File: config.mk
export PLATFORM = sky130hd
export DESIGN_NAME = afu_divider
export DESIGN_NICKNAME = d
export VERILOG_FILES = /design/src/afu_pkg.sv /design/src/afu_divider.sv
export SDC_FILE = /design/constraint.sdc
export NUM_CORES = 2
export LEC_CHECK = 0
export BUFFER_PORTS_ARGS = -buffer_cell sky130_fd_sc_hd__clkbuf_2
export CAP_MARGIN = 5
export CORE_MARGIN = 3
export CORE_UTILIZATION = 45
export CTS_BUF_LIST = sky130_fd_sc_hd__clkbuf_16
export CTS_CLUSTER_SIZE = 24
export DETAILED_ROUTE_END_ITERATION = 16
export GPL_TIMING_DRIVEN = 0
export MAX_ROUTING_LAYER = met4
export PLACE_DENSITY_LB_ADDON = 0.15
export RECOVER_POWER = 100
export SYNTH_ARGS = -nofsm -noshare
export SYNTH_HDL_FRONTEND = slang
export SYNTH_SLANG_ARGS = --single-unit
File: constraint.sdc
create_clock -name clk -period 8.55 [get_ports clk]
set_clock_uncertainty 0.15 [all_clocks]
set_input_delay 0.855 -clock clk [delete_from_list [all_inputs] [get_ports clk]]
set_output_delay 0.855 -clock clk [all_outputs]
set_load 0.02 [all_outputs]
File: src/afu_pkg.sv
// Shared types, constants and table builders for the activation function unit.
// Used by every module under src; depends on nothing.
`default_nettype none

package afu_pkg;

    // Interpolation grid and fixed-point constants
    localparam int TABLE_ENTRIES = 256;
    localparam int IDXW = $clog2(TABLE_ENTRIES + 1);
    localparam longint unsigned ONE_Q30 = 64'd1 << 30;
    localparam longint unsigned HALF_PI_Q30 = 64'd1686629713;
    localparam logic [30:0] ONE31 = 31'h4000_0000;
    localparam logic signed [31:0] TURN_PER_Q12 = 32'sd166886;
    localparam logic [17:0] LEAKY_RECIP = 18'd167773;   // ceil(2^24 / 100)
    localparam int EXP_POW_STAGES = 15;
    localparam int DIV_PAIR_STAGES = 15;

    typedef enum int {
        KIND_EXP,
        KIND_LN,
        KIND_SIN
    } afu_kind_t;

    typedef enum logic [4:0] {
        OP_IDENT     = 5'd0,
        OP_STEP      = 5'd1,
        OP_SIGMOID   = 5'd2,
        OP_TANH      = 5'd3,
        OP_RELU      = 5'd4,
        OP_LEAKY     = 5'd5,
        OP_SOFTPLUS  = 5'd6,
        OP_GAUSS     = 5'd7,
        OP_SINE      = 5'd8,
        OP_D_IDENT   = 5'd9,
        OP_D_STEP    = 5'd10,
        OP_D_SIGMOID = 5'd11,
        OP_D_TANH    = 5'd12,
        OP_D_RELU    = 5'd13,
        OP_D_LEAKY   = 5'd14,
        OP_D_SOFTPLUS = 5'd15,
        OP_D_GAUSS   = 5'd16,
        OP_D_SINE    = 5'd17
    } afu_op_t;

    typedef enum logic [1:0] {
        SH_NONE,
        SH_18,
        SH_30
    } afu_shift_t;

    typedef logic [30:0] afu_val_t;
    typedef afu_val_t afu_tab_t [0:TABLE_ENTRIES];

    // Per-word context that rides along the pipeline
    typedef struct packed {
        logic [4:0]  op;
        logic        neg;     // x < 0
        logic        xpos;    // x > 0
        logic [15:0] mag_a;   // |x|
        logic [15:0] qdir;    // result of the simple ops, already in Q12
        logic        wneg;    // wave lands in the lower half
        logic [3:0]  ipow;    // integer part of the exp argument
        logic        ezero;   // exp argument of 16 or more
        afu_val_t    ev;      // exp or sine value, Q30
        afu_val_t    lnv;     // ln(1+e), Q30
    } afu_ctx_t;

    // Unsigned shift-and-subtract quotient, used only while building tables
    function automatic longint unsigned udiv(longint unsigned num, longint unsigned den);
        longint unsigned q;
        longint unsigned rem;
        q = 0;
        rem = 0;
        for (int i = 63; i >= 0; i--)
        begin
            rem = {rem[62:0], num[i]};
            if (rem >= den)
            begin
                rem = rem - den;
                q[i] = 1'b1;
            end
        end
        return q;
    endfunction

    // Grid point k of one table, Q30 series with truncating steps
    function automatic afu_val_t grid_value(afu_kind_t kind, int k);
        longint unsigned kk;
        longint unsigned p;
        longint unsigned z;
        longint unsigned z2;
        longint unsigned term;
        longint sum;
        kk = (k > TABLE_ENTRIES) ? 64'(TABLE_ENTRIES) : 64'(k);
        sum = 0;
        case (kind)
            KIND_SIN:
            begin
                p = (kk * HALF_PI_Q30) / TABLE_ENTRIES;
                sum = longint'(p);
                term = p;
                for (int n = 1; n <= 10; n++)
                begin
                    term = (((term * p) >> 30) * p) >> 30;
                    term = udiv(term, 64'((2 * n) * (2 * n + 1)));
                    if ((n % 2) == 1) sum = sum - longint'(term);
                    else sum = sum + longint'(term);
                end
            end
            KIND_EXP:
            begin
                p = (kk << 30) / TABLE_ENTRIES;
                sum = longint'(ONE_Q30);
                term = ONE_Q30;
                for (int n = 1; n <= 20; n++)
                begin
                    term = udiv((term * p) >> 30, 64'(n));
                    if ((n % 2) == 1) sum = sum - longint'(term);
                    else sum = sum + longint'(term);
                end
            end
            default:
            begin
                p = (kk << 30) / TABLE_ENTRIES;
                z = udiv(p << 30, 2 * ONE_Q30 + p);
                z2 = (z * z) >> 30;
                sum = longint'(z);
                term = z;
                for (int n = 1; n <= 15; n++)
                begin
                    term = (term * z2) >> 30;
                    sum = sum + longint'(udiv(term, 64'(2 * n + 1)));
                end
                sum = 2 * sum;
            end
        endcase
        if (sum < 0) sum = 0;
        return afu_val_t'(sum);
    endfunction

    function automatic afu_tab_t build_table(afu_kind_t kind);
        afu_tab_t tab;
        for (int k = 0; k <= TABLE_ENTRIES; k++)
        begin
            tab[k] = grid_value(kind, k);
        end
        return tab;
    endfunction

    // e^-1 in Q30, the last exp grid point
    localparam afu_val_t EXP_ONE = grid_value(KIND_EXP, TABLE_ENTRIES);

    // One restoring division step: {new remainder, quotient bit}
    function automatic logic [32:0] div_step(logic [31:0] rem, logic [31:0] d);
        logic [32:0] r2;
        r2 = {rem, 1'b0};
        if (r2 >= {1'b0, d})
        begin
            r2 = r2 - {1'b0, d};
            return {r2[31:0], 1'b1};
        end
        return {r2[31:0], 1'b0};
    endfunction

endpackage

`default_nettype wire

File: src/afu_divider.sv
// Pipelined restoring divider: (num << 30) / (2^30 + e), two quotient bits per stage.
// Depends on afu_pkg (div_step, stage count, context type).
`default_nettype none

module afu_divider (
    input  wire logic              clk,
    input  wire logic              rst_n,
    input  wire logic              in_valid,
    input  wire afu_pkg::afu_ctx_t in_ctx,
    input  wire logic [30:0]       in_num,
    output logic                   out_valid,
    output afu_pkg::afu_ctx_t      out_ctx,
    output logic [30:0]            out_q
);

    localparam int S = afu_pkg::DIV_PAIR_STAGES;

    logic [31:0]       d0;
    logic              ge0;

    logic              v0_reg;
    afu_pkg::afu_ctx_t ctx0_reg;
    logic [31:0]       d0_reg;
    logic [31:0]       rem0_reg;
    logic [30:0]       q0_reg;

    logic [S-1:0]      valid_reg;
    afu_pkg::afu_ctx_t ctx_reg [0:S-1];
    logic [31:0]       d_reg [0:S-1];
    logic [31:0]       rem_reg [0:S-1];
    logic [30:0]       q_reg [0:S-1];

    // Top quotient bit
    assign d0  = 32'(afu_pkg::ONE31) + 32'(in_ctx.ev);
    assign ge0 = 32'(in_num) >= d0;

    always_ff @(posedge clk or negedge rst_n) begin
        if (!rst_n) begin
            v0_reg <= 1'b0;
        end
        else begin
            v0_reg <= in_valid;
        end
    end

    always_ff @(posedge clk) begin
        ctx0_reg <= in_ctx;
        d0_reg   <= d0;
        rem0_reg <= ge0 ? (32'(in_num) - d0) : 32'(in_num);
        q0_reg   <= 31'(ge0);
    end

    for (genvar j = 0; j < S; j++) begin : g_stage
        logic              vin;
        afu_pkg::afu_ctx_t cin;
        logic [31:0]       din;
        logic [31:0]       rin;
        logic [30:0]       qin;
        logic [32:0]       s1;
        logic [32:0]       s2;

        if (j == 0) begin : g_first
            assign vin = v0_reg;
            assign cin = ctx0_reg;
            assign din = d0_reg;
            assign rin = rem0_reg;
            assign qin = q0_reg;
        end
        else begin : g_rest
            assign vin = valid_reg[j-1];
            assign cin = ctx_reg[j-1];
            assign din = d_reg[j-1];
            assign rin = rem_reg[j-1];
            assign qin = q_reg[j-1];
        end

        // Two shift-subtract steps
        assign s1 = afu_pkg::div_step(rin, din);
        assign s2 = afu_pkg::div_step(s1[32:1], din);

        always_ff @(posedge clk or negedge rst_n) begin
            if (!rst_n) begin
                valid_reg[j] <= 1'b0;
            end
            else begin
                valid_reg[j] <= vin;
            end
        end

        always_ff @(posedge clk) begin
            ctx_reg[j] <= cin;
            d_reg[j]   <= din;
            rem_reg[j] <= s2[32:1];
            q_reg[j]   <= {qin[28:0], s1[0], s2[0]};
        end
    end

    assign out_valid = valid_reg[S-1];
    assign out_ctx   = ctx_reg[S-1];
    assign out_q     = q_reg[S-1];

endmodule

`default_nettype wire

After elaboration in Yosys (flattened, before gate mapping):

Memory sizes are Yosys's and may differ from the RTL's.
Cells that the tools add are included.

* output and inout port bits: 139
* bits in registers: 188
* bits of input ports: 141
* word-level logic and storage cells: 218
* memories kept: 4
* bits in writable memories: 3030

Memories
* ctx_reg: depth 15, width 107, read ports 15, clocked after memory_dff 0, wr ports 15, RTL line afu_divider.sv:28 `afu_pkg::afu_ctx_t ctx_reg [0:S-1];`
* d_reg: depth 15, width 32, read ports 14, clocked after memory_dff 0, wr ports 15, RTL line afu_divider.sv:29 `logic [31:0] d_reg [0:S-1];`
* rem_reg: depth 15, width 32, read ports 14, clocked after memory_dff 0, wr ports 15, RTL line afu_divider.sv:30 `logic [31:0] rem_reg [0:S-1];`
* q_reg: depth 15, width 31, read ports 15, clocked after memory_dff 0, wr ports 15, RTL line afu_divider.sv:31 `logic [30:0] q_reg [0:S-1];`

* $lt $le $gt $ge: 31
* muxes and demuxes: 121
* $add $sub $neg: 32

Operator list (number)
* $mux W33: 60
* $ge A33 B32 Y1: 30
* $mux W32: 30
* $sub A32 B32 Y32: 30
* $add A31 B31 Y32 const A: 1
* $ge A31 B32 Y1: 1
* $sub A31 B32 Y32: 1
* $mux W31: 1
* $mux W1: 30

Depth between registers and ports, before layout:

An unclocked memory read counts as a cell.

* depth after elaboration: 7
* mapped depth: 30
* depth with buffers taken out: 26

Worst setup path after synthesis:

OpenSTA, ideal clock, no wires.

* path kind: register to register
* start point: memory ctx_reg[0][781] (netlist bit)
* end point: memory rem_reg[8][23] (netlist: rem_reg[1][23])
* setup time: 121 ps
* path buffers: 2
* data arrival time: 5865 ps
* slack: 2414 ps
* data required time: 8279 ps
* cell stages (with the launch flop): 27
* period minus slack after synthesis: 6136 ps
* cells stage by stage: dfxtp_1 -> inv_1 -> ha_1 -> nor2b_1 -> o31a_1 -> o21ai_1 -> a21oi_1 -> or3_1 -> a21oi_2 -> o211ai_1 -> o211a_1 -> nor3_2 -> buf_2 -> mux2_2 -> ha_1 -> or3_1 -> o22ai_1 -> nor3_1 -> o31ai_1 -> nand2_1 -> o21ai_1 -> o21ai_1 -> a311o_1 -> a221o_1 -> a21o_1 -> buf_2 -> mux2_2

RTL lines (RTL line)
* start: declaration: afu_divider.sv:28
* end: declaration: afu_divider.sv:30

==> reports/summary.txt <==
number of CTS-inserted buffers: 276
Final nets: 12,962
vias in the first global route: 79,927
H-tree depth: 5
Buf+Inv Stages, Crit Path: 4
HP Class: in2reg
max reg flops: 1,389
layout cells sized above 1: 10.2%
first-pass GRT wire length: 459 mm
Top delay family on crit path: compound AO/OA/AOI/OAI gates
Via density: 5.40
Worst-Skew Late Latency: 0.92 ns
Area Overhead vs Synth: 13.5%
met1 Usage GRT: 32.4%
gpl congestion: 1.01
Reg-to-Reg Start: ctx_reg[0][674]$_DFF_P_
fraction of the mapped netlist area in compound gates: 16.9%
multiplexer share of the synthesized area: 6.28%
grt met2 use: 37.1%
Commonest cells post-synth: dfxtp_1 (2,463), ha_1 (977), a21oi_1 (856)
Slew @ Worst Pin: 1.30 ns
root buffer cell: clkbuf_16
syn nets: 12,297
Post-DP HPWL: 242 mm
synth unique cells: 107
FP Rows: 181
met3 Use GR: 2.77%
Setup CP Type: reg2reg
sequential area share after synthesis: 45.0%
global-route usage over all layers: 23.9%
reg-to-reg setup timing slack: 0.26 ns
post-synth top area share: 44.6%
Core ar.: 0.244 mm2
main combinational cell family by area after synthesis: compound AO/OA/AOI/OAI gates
CTS tree: done
Starting DRT DRC Count: 5,406
Routed WL: 303 mm
Relative slew margins: 10.9%
final count of negative-setup-slack endpoints: 0
DR DRC count: 0
busiest layer in global routing: met2
design area: 0.125 mm2
area leader, netlist: dfxtp_1
number of port buffers: 279
Main synth FF type: dfxtp_1
Required @ worst endpoint: 9.12 ns
Hold Crit Start: in_num[28]
RR Endpoint: rem_reg[0][227]$_DFF_P_
Post-synth EDFFs: 0
clk buf depth: 4
total gr overflow: 0
Async SR Flop Fraction: 0.645%
Die X: 502 um
WL per Instance: 19.9 um
TritonRoute pass-1 iters: 6
Worst-path clk slew: 0.06 ns
Final Hold Fails: 0
status: completed
vias: 82,185
Syn Area/Cell: 9.90 um2
Min-Delay Path Depth: 3
full die area: 0.252 mm2
post-synthesis xor/xnor area fraction: 6.12%
Final min period: 8.29 ns
hold path endpoint: g_stage[0].rin[28]$_DFF_P_
largest stage delay on the critical path: 0.75 ns
Max Cap Violations: 0
DP Area: 0.116 mm2
Synth Register Bits: 2,479
CP arrival: 8.85 ns
largest net degree at the start of global routing: 17
RSZ-0062 raised after global routing: true
yosys warns: 0
ranking of synthesized cells by area: dfxtp_1 (45%), ha_1 (11%), mux2_2 (4.6%)
worst reg2reg path depth: 27
synthesized cell area: 0.111 mm2
Startpoint Class: flop
initial antenna violation count: 18
Final Max Tran Viols: 0
Tcrit/Tclk final: 96.9%
clk sinks: 2,479
Critical Path Fanout Max: 10
Post-Synth Adder-Cell Area: 11.3%
post-route ant nets: 0
Boundary Pins: 280
Synth Instances: 11,163
Fmax achieved: 0.121 GHz
crit end category: flop
Synth Area in Simple Gates: 10.1%
Worst path slowest cell: nor2_1
Starting Density: 45.4%
Die H: 502 um
most common cell in the netlist: dfxtp_1
-- through the flow --
stage	util, %	hold WS [ns]	worst slack [ns]	setup TNS, ns	std cells
after CTS	51.6	0.00262	0.0876	0	15221
after floorplan	-	0.160	2.41	0	11163
after global routing	51.5	0.0337	-0.0276	-0.403	15221
after detailed placement	47.6	0.162	-0.0732	-0.0732	14644
after global placement	47.6	0.159	-0.0443	-0.0443	14644
final	51.5	0.0961	0.265	0	15230
-- cells in the final DEF (no fill, tap or decap), types with 87 or more instances in the layout --
master            n
buf_4           113
o21bai_1        133
xnor2_1         534
clkbuf_16       283
o21a_1          135
a21o_1          486
clkbuf_2        115
xor2_1          239
mux2_2          389
nor2_1          606
nor2b_1         104
a211oi_1         87
a21oi_1         858
dlygate4sd3_1   109
dfxtp_1        2463
nor3_1          177
o21ai_0         564
clkbuf_1        293
nand2b_1        127
ha_1            977
nand4_1         130
mux2_1          149
nand2_1         630
inv_1           843
a31oi_1         111
nand3_1         156
and3_1           87
-- final cells by class --
class | count | area [um2]
clock inverter | 185 | 1660
multi-input combinational | 7583 | 56000
tap | 3202 | 4010
antenna | 10 | 25.0
fill | 22249 | 118000
buffer | 284 | 1610
timing repair buffer | 388 | 2270
sequential | 2479 | 49700
clock buffer | 283 | 7080
inverter | 816 | 3070
-- worst max-delay path by stage --
stage / from / endpoint / slack [ns] / cells after the start
final: ctx_reg[0][674]$_DFF_P_ / rem_reg[0][227]$_DFF_P_ / 0.26 / 27
after global routing: ctx_reg[0][247]$_DFF_P_ / rem_reg[0][108]$_DFF_P_ / -0.03 / 25
after CTS: ctx_reg[0][32]$_DFF_P_ / rem_reg[0][35]$_DFF_P_ / 0.09 / 25
after detailed placement: ctx_reg[0][32]$_DFF_P_ / rem_reg[0][35]$_DFF_P_ / -0.07 / 25
after global placement: ctx_reg[0][32]$_DFF_P_ / rem_reg[0][35]$_DFF_P_ / -0.04 / 25
after floorplan: ctx_reg[0][781]$_DFF_P_ / rem_reg[1][23]$_DFF_P_ / 2.41 / 26
-- kinds of logic after synthesis --
group                    count (synthesis)
AND/OR/NAND/NOR                       2307
AO/OA/AOI/OAI                         2907
XOR/XNOR                               773
flip-flops                            2479
adder cells (fa/ha/maj)                993
buffers and inverters                 1101
multiplexers                           603
-- per-layer routing --
metal,vias to the layer above,share of wire (%)
met3,546,4.8
met4,0,3.6
met2,2240,44
met5,-,0
met1,38693,48
li1,40706,-
-- worst reg2reg max path, delay by kind of cell (launching register included) --
kind                       cells  cell delay [ns]
AOI/OAI and AO/OA             12             3.15
adders and majority gates      2             0.65
buffers and inverters          4             0.92
DFF                            1             0.47
muxes                          2             0.69
and+or+nand+nor                7             2.14
-- timing repair --
action | CTS | global route
hold buffers | 109 | 0
resized for setup | 1 | 3
setup endpoints to repair | 2 | 55
buffers inserted | 0 | 0
hold endpoints to repair | 124 | 0
Power is not shown: default switching activity piles up to over one toggle a cycle in this logic, so the estimate is an artifact.
