--- src/afu_pkg.sv ---
// Shared types, constants and table builders for the activation function unit.
// Used by every module under src; depends on nothing.
`default_nettype none

package afu_pkg;

    // Interpolation grid and fixed-point constants
    localparam int TABLE_ENTRIES = 256;
    localparam int IDXW = $clog2(TABLE_ENTRIES + 1);
    localparam longint unsigned ONE_Q30 = 64'd1 << 30;
    localparam longint unsigned HALF_PI_Q30 = 64'd1686629713;
    localparam logic [30:0] ONE31 = 31'h4000_0000;
    localparam logic signed [31:0] TURN_PER_Q12 = 32'sd166886;
    localparam logic [17:0] LEAKY_RECIP = 18'd167773;   // ceil(2^24 / 100)
    localparam int EXP_POW_STAGES = 15;
    localparam int DIV_PAIR_STAGES = 15;

    typedef enum int {
        KIND_EXP,
        KIND_LN,
        KIND_SIN
    } afu_kind_t;

    typedef enum logic [4:0] {
        OP_IDENT     = 5'd0,
        OP_STEP      = 5'd1,
        OP_SIGMOID   = 5'd2,
        OP_TANH      = 5'd3,
        OP_RELU      = 5'd4,
        OP_LEAKY     = 5'd5,
        OP_SOFTPLUS  = 5'd6,
        OP_GAUSS     = 5'd7,
        OP_SINE      = 5'd8,
        OP_D_IDENT   = 5'd9,
        OP_D_STEP    = 5'd10,
        OP_D_SIGMOID = 5'd11,
        OP_D_TANH    = 5'd12,
        OP_D_RELU    = 5'd13,
        OP_D_LEAKY   = 5'd14,
        OP_D_SOFTPLUS = 5'd15,
        OP_D_GAUSS   = 5'd16,
        OP_D_SINE    = 5'd17
    } afu_op_t;

    typedef enum logic [1:0] {
        SH_NONE,
        SH_18,
        SH_30
    } afu_shift_t;

    typedef logic [30:0] afu_val_t;
    typedef afu_val_t afu_tab_t [0:TABLE_ENTRIES];

    // Per-word context that rides along the pipeline
    typedef struct packed {
        logic [4:0]  op;
        logic        neg;     // x < 0
        logic        xpos;    // x > 0
        logic [15:0] mag_a;   // |x|
        logic [15:0] qdir;    // result of the simple ops, already in Q12
        logic        wneg;    // wave lands in the lower half
        logic [3:0]  ipow;    // integer part of the exp argument
        logic        ezero;   // exp argument of 16 or more
        afu_val_t    ev;      // exp or sine value, Q30
        afu_val_t    lnv;     // ln(1+e), Q30
    } afu_ctx_t;

    // Unsigned shift-and-subtract quotient, used only while building tables
    function automatic longint unsigned udiv(longint unsigned num, longint unsigned den);
        longint unsigned q;
        longint unsigned rem;
        q = 0;
        rem = 0;
        for (int i = 63; i >= 0; i--)
        begin
            rem = {rem[62:0], num[i]};
            if (rem >= den)
            begin
                rem = rem - den;
                q[i] = 1'b1;
            end
        end
        return q;
    endfunction

    // Grid point k of one table, Q30 series with truncating steps
    function automatic afu_val_t grid_value(afu_kind_t kind, int k);
        longint unsigned kk;
        longint unsigned p;
        longint unsigned z;
        longint unsigned z2;
        longint unsigned term;
        longint sum;
        kk = (k > TABLE_ENTRIES) ? 64'(TABLE_ENTRIES) : 64'(k);
        sum = 0;
        case (kind)
            KIND_SIN:
            begin
                p = (kk * HALF_PI_Q30) / TABLE_ENTRIES;
                sum = longint'(p);
                term = p;
                for (int n = 1; n <= 10; n++)
                begin
                    term = (((term * p) >> 30) * p) >> 30;
                    term = udiv(term, 64'((2 * n) * (2 * n + 1)));
                    if ((n % 2) == 1) sum = sum - longint'(term);
                    else sum = sum + longint'(term);
                end
            end
            KIND_EXP:
            begin
                p = (kk << 30) / TABLE_ENTRIES;
                sum = longint'(ONE_Q30);
                term = ONE_Q30;
                for (int n = 1; n <= 20; n++)
                begin
                    term = udiv((term * p) >> 30, 64'(n));
                    if ((n % 2) == 1) sum = sum - longint'(term);
                    else sum = sum + longint'(term);
                end
            end
            default:
            begin
                p = (kk << 30) / TABLE_ENTRIES;
                z = udiv(p << 30, 2 * ONE_Q30 + p);
                z2 = (z * z) >> 30;
                sum = longint'(z);
                term = z;
                for (int n = 1; n <= 15; n++)
                begin
                    term = (term * z2) >> 30;
                    sum = sum + longint'(udiv(term, 64'(2 * n + 1)));
                end
                sum = 2 * sum;
            end
        endcase
        if (sum < 0) sum = 0;
        return afu_val_t'(sum);
    endfunction

    function automatic afu_tab_t build_table(afu_kind_t kind);
        afu_tab_t tab;
        for (int k = 0; k <= TABLE_ENTRIES; k++)
        begin
            tab[k] = grid_value(kind, k);
        end
        return tab;
    endfunction

    // e^-1 in Q30, the last exp grid point
    localparam afu_val_t EXP_ONE = grid_value(KIND_EXP, TABLE_ENTRIES);

    // One restoring division step: {new remainder, quotient bit}
    function automatic logic [32:0] div_step(logic [31:0] rem, logic [31:0] d);
        logic [32:0] r2;
        r2 = {rem, 1'b0};
        if (r2 >= {1'b0, d})
        begin
            r2 = r2 - {1'b0, d};
            return {r2[31:0], 1'b1};
        end
        return {r2[31:0], 1'b0};
    endfunction

endpackage

`default_nettype wire

--- src/afu_front.sv ---
// Input register and decode stage: magnitude, exp argument, wave phase, simple ops.
// Depends on afu_pkg.
`default_nettype none

module afu_front (
    input  wire logic               clk,
    input  wire logic               rst_n,
    input  wire logic               in_valid,
    input  wire logic [4:0]         in_op,
    input  wire logic signed [15:0] in_x,
    output logic                    out_valid,
    output afu_pkg::afu_ctx_t       out_ctx,
    output logic                    out_sel,
    output logic [30:0]             out_r
);

    logic               v1_reg;
    logic [4:0]         op1_reg;
    logic signed [15:0] x1_reg;

    logic               neg;
    logic [15:0]        a;
    logic [31:0]        sq;
    logic [18:0]        tg;
    logic [18:0]        t;
    logic signed [31:0] xs;
    logic [31:0]        phase;
    logic [30:0]        r_sin;
    logic [9:0]         leaky;
    logic               is_wave;
    afu_pkg::afu_ctx_t  ctx_next;
    logic [30:0]        r_next;

    // Input word register
    always_ff @(posedge clk or negedge rst_n) begin
        if (!rst_n) begin
            v1_reg <= 1'b0;
        end
        else begin
            v1_reg <= in_valid;
        end
    end

    always_ff @(posedge clk) begin
        op1_reg <= in_op;
        x1_reg  <= in_x;
    end

    // Decode
    always_comb begin
        neg = x1_reg[15];
        a = neg ? 16'(-x1_reg) : 16'(x1_reg);
        sq = 32'(a) * 32'(a);
        tg = 19'((sq + 32'd2048) >> 12);
        xs = 32'(x1_reg);
        phase = 32'(xs * afu_pkg::TURN_PER_Q12);
        if (op1_reg == afu_pkg::OP_D_SINE) phase = phase + 32'h4000_0000;
        r_sin = phase[30] ? (afu_pkg::ONE31 - 31'(phase[29:0])) : 31'(phase[29:0]);
        leaky = 10'(((34'(a) + 34'd50) * 34'(afu_pkg::LEAKY_RECIP)) >> 24);
        is_wave = (op1_reg == afu_pkg::OP_SINE) || (op1_reg == afu_pkg::OP_D_SINE);

        ctx_next = '0;
        ctx_next.op = op1_reg;
        ctx_next.neg = neg;
        ctx_next.xpos = !neg && (x1_reg != 16'sd0);
        ctx_next.mag_a = a;
        ctx_next.wneg = phase[31];

        t = '0;
        case (op1_reg)
            afu_pkg::OP_IDENT:      ctx_next.qdir = a;
            afu_pkg::OP_STEP:       ctx_next.qdir = neg ? 16'd0 : 16'd4096;
            afu_pkg::OP_SIGMOID:    t = 19'(a);
            afu_pkg::OP_TANH:       t = 19'({a, 1'b0});
            afu_pkg::OP_RELU:       ctx_next.qdir = neg ? 16'd0 : a;
            afu_pkg::OP_LEAKY:      ctx_next.qdir = ctx_next.xpos ? a : 16'(leaky);
            afu_pkg::OP_SOFTPLUS:   t = 19'(a);
            afu_pkg::OP_GAUSS:      t = tg;
            afu_pkg::OP_D_IDENT:    ctx_next.qdir = 16'd4096;
            afu_pkg::OP_D_SIGMOID:  t = 19'(a);
            afu_pkg::OP_D_TANH:     t = 19'({a, 1'b0});
            afu_pkg::OP_D_RELU:     ctx_next.qdir = ctx_next.xpos ? 16'd4096 : 16'd0;
            afu_pkg::OP_D_LEAKY:    ctx_next.qdir = ctx_next.xpos ? 16'd4096 : 16'd41;
            afu_pkg::OP_D_SOFTPLUS: t = 19'(a);
            afu_pkg::OP_D_GAUSS:    t = tg;
            default:                ctx_next.qdir = 16'd0;
        endcase
        ctx_next.ipow = t[15:12];
        ctx_next.ezero = |t[18:16];
        r_next = is_wave ? r_sin : {1'b0, t[11:0], 18'd0};
    end

    // Decoded word register
    always_ff @(posedge clk or negedge rst_n) begin
        if (!rst_n) begin
            out_valid <= 1'b0;
        end
        else begin
            out_valid <= v1_reg;
        end
    end

    always_ff @(posedge clk) begin
        out_ctx <= ctx_next;
        out_sel <= is_wave;
        out_r   <= r_next;
    end

endmodule

`default_nettype wire

--- config.mk ---
export PLATFORM = sky130hd
export DESIGN_NAME = afu_front
export DESIGN_NICKNAME = d
export VERILOG_FILES = /design/src/afu_pkg.sv /design/src/afu_front.sv
export SDC_FILE = /design/constraint.sdc
export NUM_CORES = 1
export LEC_CHECK = 0
export ABC_AREA = 1
export ABC_CLOCK_PERIOD_IN_PS = 8100
export BUFFER_PORTS_ARGS = -buffer_cell sky130_fd_sc_hd__buf_2
export CORE_MARGIN = 2
export CORE_UTILIZATION = 45
export CTS_CLUSTER_DIAMETER = 80
export DETAILED_ROUTE_END_ITERATION = 12
export PLACE_DENSITY_LB_ADDON = 0.15
export SLEW_MARGIN = 30
export SYNTH_ARGS = -nofsm -noshare
export SYNTH_HDL_FRONTEND = slang
export SYNTH_SLANG_ARGS = --single-unit
--- constraint.sdc ---
create_clock -name clk -period 8.1 [get_ports clk]
set_clock_uncertainty 0.05 [all_clocks]
set_input_delay 1.62 -clock clk [delete_from_list [all_inputs] [get_ports clk]]
set_output_delay 1.62 -clock clk [all_outputs]
set_load 0.01 [all_outputs]
# --- Yosys cells after proc, flatten, opt, wreduce, memory -nomap -nowiden ---
# Cells that the tools add are included.
totals:
  ff_bits: 100
  output_inout_bits: 140
  inputBits: 24
op_classes:
  mul: 3
  mux: 11
  add_sub_neg: 5
  eq_ne: 16
  reduce_logical: 10
ops:
  columns: ["op", "count"]
  rows:
  - ["16-bit case mux with 7 select lines", 1]
  - ["30-bit two-way mux", 2]
  - ["19-bit case mux with 3 select lines", 1]
  - ["16-bit two-way mux", 3]
  - ["13-bit two-way mux", 3]
  - ["5-bit by 4-bit == test with 1-bit output, second input constant", 7]
  - ["17-bit by 18-bit multiplier with 34-bit output, second input constant", 1]
  - ["32-bit by 31-bit adder with 32-bit output, second input constant", 1]
  - ["32-bit two-way mux", 1]
  - ["31-bit by 12-bit adder with 31-bit output, second input constant", 1]
  - ["16-bit by 16-bit multiplier with 31-bit output", 1]
  - ["16-bit by 18-bit multiplier with 31-bit output, second input constant", 1]
  - ["31-bit by 30-bit subtractor with 31-bit output, first input constant", 1]
  - ["5-bit by 3-bit == test with 1-bit output, second input constant", 4]
  - ["16-bit by 6-bit adder with 17-bit output, second input constant", 1]
  - ["16-bit negator", 1]
  - ["16-bit nonzero test", 1]
  - ["5-bit by 2-bit == test with 1-bit output, second input constant", 2]
  - ["5-bit == test, second input constant", 2]
  - ["5-bit by 1-bit == test with 1-bit output, second input constant", 1]
  - ["5-bit logical NOT", 1]
  - ["2-bit OR reduction", 2]
  - ["4-bit OR reduction", 1]
  - ["3-bit OR reduction", 1]
  - ["4 further kinds", 4]

# --- Longest topological paths before layout ---
# Gate-level depths: netlist (run 1).
logic_depth:
  word_depth: 6
  ltp_mapped: 46

# --- Worst setup path after synthesis (run 1) ---
# OpenSTA, ideal clock, no wires.
synth_path:
  path_kind: "register to register"
  start: "register x1_reg[0]"
  end: "register out_ctx[75] (netlist bit)"
  arrival_ns: 7.576
  stages_incl_launch_ff: 44
  setup_ns: 0.120
  required_time_ns: 7.930
  path_buffers: 3
  period_less_slack_ns: 7.746
  path_slack_ns: 0.354
  cell_sequence: "dfxtp_1 inv_2 clkbuf_1 buf_1 ha_1 inv_1 nand2_1 nand2_1 nand2_1 o21ai_2 inv_1 clkbuf_1 ha_1 a21oi_1 nand2_1 nand2_1 nor2_2 inv_2 [8 not listed] inv_1 fa_1 inv_1 fa_1 fa_1 inv_1 fa_1 inv_1 ha_1 nand2_1 nor4_1 nand3_1 o21ai_0 nand2_1 nand3_1 nand3_1 o211ai_1 nand2_1"
synth_rtl:
  columns: ["element", "line_no", "source"]
  rows:
  - ["from (decl)", "afu_front.sv:19", "logic signed [15:0] x1_reg;"]
  - ["from (signal assigned)", "afu_front.sv:46", "x1_reg <= in_x;"]
  - ["to (signal assigned)", "afu_front.sv:104", "out_ctx <= ctx_next;"]
  - ["to (decl)", "afu_front.sv:12", "output afu_pkg::afu_ctx_t out_ctx,"]

# --- Worst setup path in the final report (run 1) ---
layout_path:
  start: "register x1_reg[6]"
  end: "register out_r[22]"
layout_via:
  elab_chain_cells: 6
layout_rtl:
  columns: ["element", "line_no", "source"]
  rows:
  - ["16-bit negator", "afu_front.sv:52", "a = neg ? 16'(-x1_reg) : 16'(x1_reg);"]
  - ["16-bit two-way mux", "afu_front.sv:52", null]
  - ["named net a[9]", "afu_front.sv:22", "logic [15:0] a;"]
  - ["16-bit by 16-bit multiplier with 31-bit output", "afu_front.sv:53", "sq = 32'(a) * 32'(a);"]
  - ["31-bit by 12-bit adder with 31-bit output", "afu_front.sv:54", "tg = 19'((sq + 32'd2048) >> 12);"]
  - ["19-bit case mux with 3 select lines", "afu_front.sv:70", "case (op1_reg)"]
  - ["30-bit two-way mux", "afu_front.sv:90", "r_next = is_wave ? r_sin : {1'b0, t[11:0], 18'd0};"]
  - ["named net r_next[22]", "afu_front.sv:32", "logic [30:0] r_next;"]
  - ["to (signal assigned)", "afu_front.sv:106", "out_r <= r_next;"]
  - ["to (decl)", "afu_front.sv:14", "output logic [30:0] out_r"]
# The timed path passes the listed nets, and every way through them passes these cells.
# A chain may end at the register's enable or synchronous reset.

==> flow_summary.yaml, run 1 <==
routing:
  dr.pass1.iters: 6
  antenna_left: 0
  post_drt_wl_per_cell_um: 19.4
  routed_via_density: 5.07
  vias: 19800
  drc: 0
  wl_um: 75700
  drt_iter0_drc: 1241
clocking:
  clock_tree.buffer_depth: 2
  cts-root-buf: "clkbuf_16"
  cts_tree: "built"
  insertion_delay_ps: 410
  cts_hold_buf: 0
  cts.sinks: 99
  htree_levels: 3
  cts_buffers: 9
  clkTransAtPathRegs_ps: 80
logic_synthesis:
  synth_top_cell_by_area: "fa_1"
  yosys_warnings: 0
  ys_seq_area_share_pct: 8.27
  syn_area_sq_um: 24100
  ys.flop_type: "dfxtp_1"
  synth-edff-count: 0
  synth-compound-area-share_pct: 6.98
  yosys.area_share.xor_xnor_pct: 1.65
  synth_area_leaders: "fa_1 (29%), ha_1 (21%), inv_1 (12%), nand2_1 (8.1%), dfxtp_1 (8.1%)"
  synthSimpleGateAreaFrac_pct: 17.7
  synth-adder-area-share_pct: 50.0
  post-synth-top-area-fraction_pct: 29.0
  syn_avg_cell_area_sq_um: 7.82
  synth_seq_cells: 99
  synthMuxAreaShare_pct: 0
  ys_types: 58
  ys_top_cells_by_count: "inv_1 (795), nand2_1 (521), ha_1 (403)"
  yosysMostFrequentCell: "inv_1"
  synthCells: 3080
  async_reset_ff_share_pct: 2.02
  synth_top_family_by_area: "adder cells"
sta:
  max_freq_ghz: 0.128
  fin_crit_sh_pct: 96.1
  worstMarginPinSlew_ps: 964
  min_period_ps: 7780
  rsz0062_at_grt: "false"
  setup_ws_ps: 317
  finalSetupViolCount: 0
  tns_ps: 0
  slew_headroom_pct: 35.8
  hold_viol: 0
  drv_slew: 0
layout:
  largest_reg_flops: 45
  ff_latch_area_sq_um: 1990
  nets: 3989
  multiInputGateArea_sq_um: 18700
  n_antenna_cell: 0
  layout-drive-gt1-share_pct: 8.11
  areaGrowthSynthToFinish_pct: 7.05
  fillers: 5304
setup_path:
  crit_type: "flip-flop to flip-flop"
  reg2regPathDepth: 30
  path_buf_inv: 9
  cp_data_required_time_ps: 8290
  path_common_cell: "inv_1"
  endpoint_kind: "flip-flop"
  crit_family: "adder cells"
  worstPathMaxFanout: 7
  crit_slowest_cell: "fa_1"
  path_depth: 30
  critPathArrivalTime_ps: 7980
  critPathMaxStageDelay_ps: 530
  start_kind: "flip-flop"
global_routing:
  grt_pass1_vias: 20900
  grt_max_degree: 33
  grt_antenna_before_repair: 1
  gr-total-overflow: 0
  track_usage_pct: 28.2
  grt_pass1_wl_um: 120000
floorplanning:
  core_area_sq_um: 52800
  initial_core_util_pct: 45.6
  fp.dieArea_sq_um: 55400
  num_rows: 84
  die_x_um: 235
  io_pins: 164
  dieHeight_um: 235
placed_design:
  pre_cts_slack_ps: 267
  place_hpwl_um: 66200
  port_buffers: 100
  place.gp.congestion: 0.983
hold_path:
  hold-path-cell-count: 0
  min_path_type: "flip-flop to flip-flop"
flow_run:
  maxCapViolCount: 0
run_status:
  status: "finished, final reports clean"
-- worst reg2reg max path, delay by kind of cell (launching register included) --
kind | cells | cell delay [ps]
AO/OA/AOI/OAI | 7 | 1620
buffers and inverters | 9 | 1130
AND/OR/NAND/NOR | 5 | 770
adder cells (fa/ha/maj) | 8 | 3630
flip-flops | 1 | 320
XOR/XNOR | 1 | 120
-- logic make-up after synthesis --
logic type	after synthesis
compound gates	292
simple gates	986
other cells	2
fa+ha+maj	752
xor+xnor	39
flops	99
buf+inv	910
-- cell usage in the layout, fill, tap and decap left out, drive strengths merged, types with 15 or more instances in the layout --
master	n
nor3	40
nand2	552
ha	403
xnor2	15
inv	809
a21oi	113
buf	150
conb	72
fa	349
dfxtp	97
xor2	24
o21ai	89
nor2	230
nand3	100
a31oi	19
nand4	38
-- area by class of cell --
type,count,share of cell area [%]
multi-input cells,2141,72.4
repair buffers,150,3.40
clock buffers,10,0.927
clock inverters,6,0.325
well taps,688,3.34
flip-flops and latches,99,7.73
inverters,812,11.8
-- per-layer routing --
| layer | wire (um) | vias up | share of wire, % | global-route usage (%) |
|---|---|---|---|---|
| met1 | 32800 | 9651 | 43 | 36.5 |
| met5 | 0 | - | 0 | 0 |
| met3 | 3370 | 119 | 4.4 | 3.11 |
| met2 | 36700 | 499 | 48 | 48.7 |
| li1 | - | 9548 | - | - |
| met4 | 2900 | 0 | 3.8 | 10.1 |
-- worst paths after layout --
| check | start | to | slack, ps |
|---|---|---|---|
| max | x1_reg[6] | out_r[22] | 320 |
| min | v1_reg | out_valid | 300 |
| max reg2reg | x1_reg[6] | out_r[22] | 320 |
| min reg2reg | v1_reg | out_valid | 300 |
| max in group asynchronous | rst_n | v1_reg | 6960 |
| min in group asynchronous | rst_n | out_valid | 950 |
-- repair_timing --
action | CTS | global route
resized for setup | 0 | 5
buffers inserted | 0 | 0
endpoints found under the setup margin | 0 | 6
-- metrics by stage --
stage               area (sq um)  instances  hold WS (ps)  utilization, %
global route               25800       3906           312            48.9
floorplan                  24300       3150           279               -
finish                     25800       3906           301            48.9
detailed placement         25400       3890           285            48.2
global placement           25400       3890           282            48.2
CTS                        25800       3906           303            48.8
Power of run 1 is not shown: default switching activity piles up to over one toggle a cycle in this logic, so the estimate is an artifact.
==> run 2, diff against run 1 <==
--- a/config.mk
+++ b/config.mk
@@ -8,8 +8,7 @@
 export ABC_AREA = 1
 export ABC_CLOCK_PERIOD_IN_PS = 8100
 export BUFFER_PORTS_ARGS = -buffer_cell sky130_fd_sc_hd__buf_2
-export CORE_MARGIN = 2
-export CORE_UTILIZATION = 45
+export CORE_UTILIZATION = 58
 export CTS_CLUSTER_DIAMETER = 80
 export DETAILED_ROUTE_END_ITERATION = 12
 export PLACE_DENSITY_LB_ADDON = 0.15
==> flow_summary.yaml, run 2 (synthesized netlist as in run 1, its figures left out) <==
run_status:
  status: "finished, final reports clean"
sta:
  worstMarginPinSlew_ps: 761
  finalSetupViolCount: 0
  drv_slew: 0
  rsz0062_at_grt: "false"
  fin_crit_sh_pct: 94.4
  min_period_ps: 7640
  tns_ps: 0
  slew_headroom_pct: 48.9
  max_freq_ghz: 0.131
  hold_viol: 0
layout:
  multiInputGateArea_sq_um: 18700
  ff_latch_area_sq_um: 1990
  n_antenna_cell: 0
  nets: 3990
  layout_commonest_cell: "inv_1"
  fillers: 3840
  layout_common_cells: "inv_1 (795), nand2_1 (521), ha_1 (403)"
  areaGrowthSynthToFinish_pct: 6.15
  fin_cells: 3751
  largest_reg_flops: 45
  layout-drive-gt1-share_pct: 8.08
global_routing:
  grt_pass1_vias: 21300
  grt_max_degree: 33
  grt_antenna_before_repair: 0
  gr-total-overflow: 0
  grt_pass1_wl_um: 112000
  track_usage_pct: 35.3
placed_design:
  place_hpwl_um: 60400
  placed_cells: 3735
  place.gp.congestion: 0.982
  port_buffers: 100
routing:
  vias: 20000
  post_drt_wl_per_cell_um: 18.7
  routed_via_density: 5.33
  wl_um: 70100
  antenna_left: 0
  drt_iter0_drc: 1342
  dr.pass1.iters: 6
  drc: 0
clocking:
  cts_buffers: 9
  insertion_delay_ps: 420
  cts_tree: "built"
  cts.sinks: 99
  cts-root-buf: "clkbuf_16"
  cts_setup_buffers: 0
  cts-resized-gates: 0
  cts_hold_buf: 0
  htree_levels: 3
  clock_tree.buffer_depth: 2
  clkTransAtPathRegs_ps: 70
hold_path:
  min_path_type: "flip-flop to flip-flop"
floorplanning:
  dieHeight_um: 206
  initial_core_util_pct: 58.8
  die_x_um: 206
  io_pins: 164
  num_rows: 74
  core_area_sq_um: 40900
  fp.dieArea_sq_um: 42300
setup_path:
  reg2regPathDepth: 32
  reg2reg_from: "x1_reg[8]"
  startpoint: "x1_reg[8]"
  cp_data_required_time_ps: 8320
  critPathArrivalTime_ps: 7870
  crit_slowest_cell: "fa_1"
  endpoint_kind: "flip-flop"
  crit_type: "flip-flop to flip-flop"
  start_kind: "flip-flop"
  rrSetupSlack_ps: 460
  worstPathMaxFanout: 6
  r2r_end: "out_ctx[75]"
  critPathMaxStageDelay_ps: 550
  cp-endpoint: "out_ctx[75]"
flow_run:
  maxCapViolCount: 0
-- run 2: worst max-delay path: cells and delay by family, from the launching register on --
family | cells | cell delay [ps]
adder cells (fa/ha/maj) | 8 | 3340
XOR/XNOR | 2 | 620
flip-flops | 1 | 330
buffers and inverters | 7 | 730
AO/OA/AOI/OAI | 2 | 380
AND/OR/NAND/NOR | 13 | 2070
-- run 2: stage by stage --
step | worst slack, ps | area, sq um | util (%) | hold slack (ps)
floorplan | 354 | 24300 | - | 279
global placement | 481 | 25200 | 61.7 | 284
CTS | 211 | 25600 | 62.5 | 317
finish | 457 | 25600 | 62.5 | 314
detailed placement | 252 | 25200 | 61.7 | 298
global route | 42.7 | 25600 | 62.5 | 319
-- run 2: per-layer routing --
metal	vias to the layer above	routed length, um	share of wire, %	track usage (%)
li1	9573	-	-	-
met1	9577	26900	38	40.6
met2	648	35100	50	62.6
met3	189	4280	6.1	5.78
met4	0	3860	5.5	18.5
met5	-	0	0	0
-- run 2: how the worst min path moves through the flow --
| stage | start | endpoint | slack [ps] | depth (start not counted) |
|---|---|---|---|---|
| floorplan | op1_reg[4] | out_ctx[106] | 280 | 0 |
| global placement | v1_reg | out_valid | 280 | 0 |
| detailed placement | v1_reg | out_valid | 300 | 0 |
| CTS | v1_reg | out_valid | 320 | 0 |
| global route | v1_reg | out_valid | 320 | 0 |
| finish | v1_reg | out_valid | 310 | 0 |
-- run 2: final cells by class --
type / count / area share, %
repair buffers: 151 / 3.46
clock inverters: 7 / 0.328
well taps: 532 / 2.60
inverters: 812 / 11.9
flip-flops and latches: 99 / 7.80
clock buffers: 9 / 0.881
multi-input cells: 2141 / 73.0
Power of run 2 is left out for the same reason.
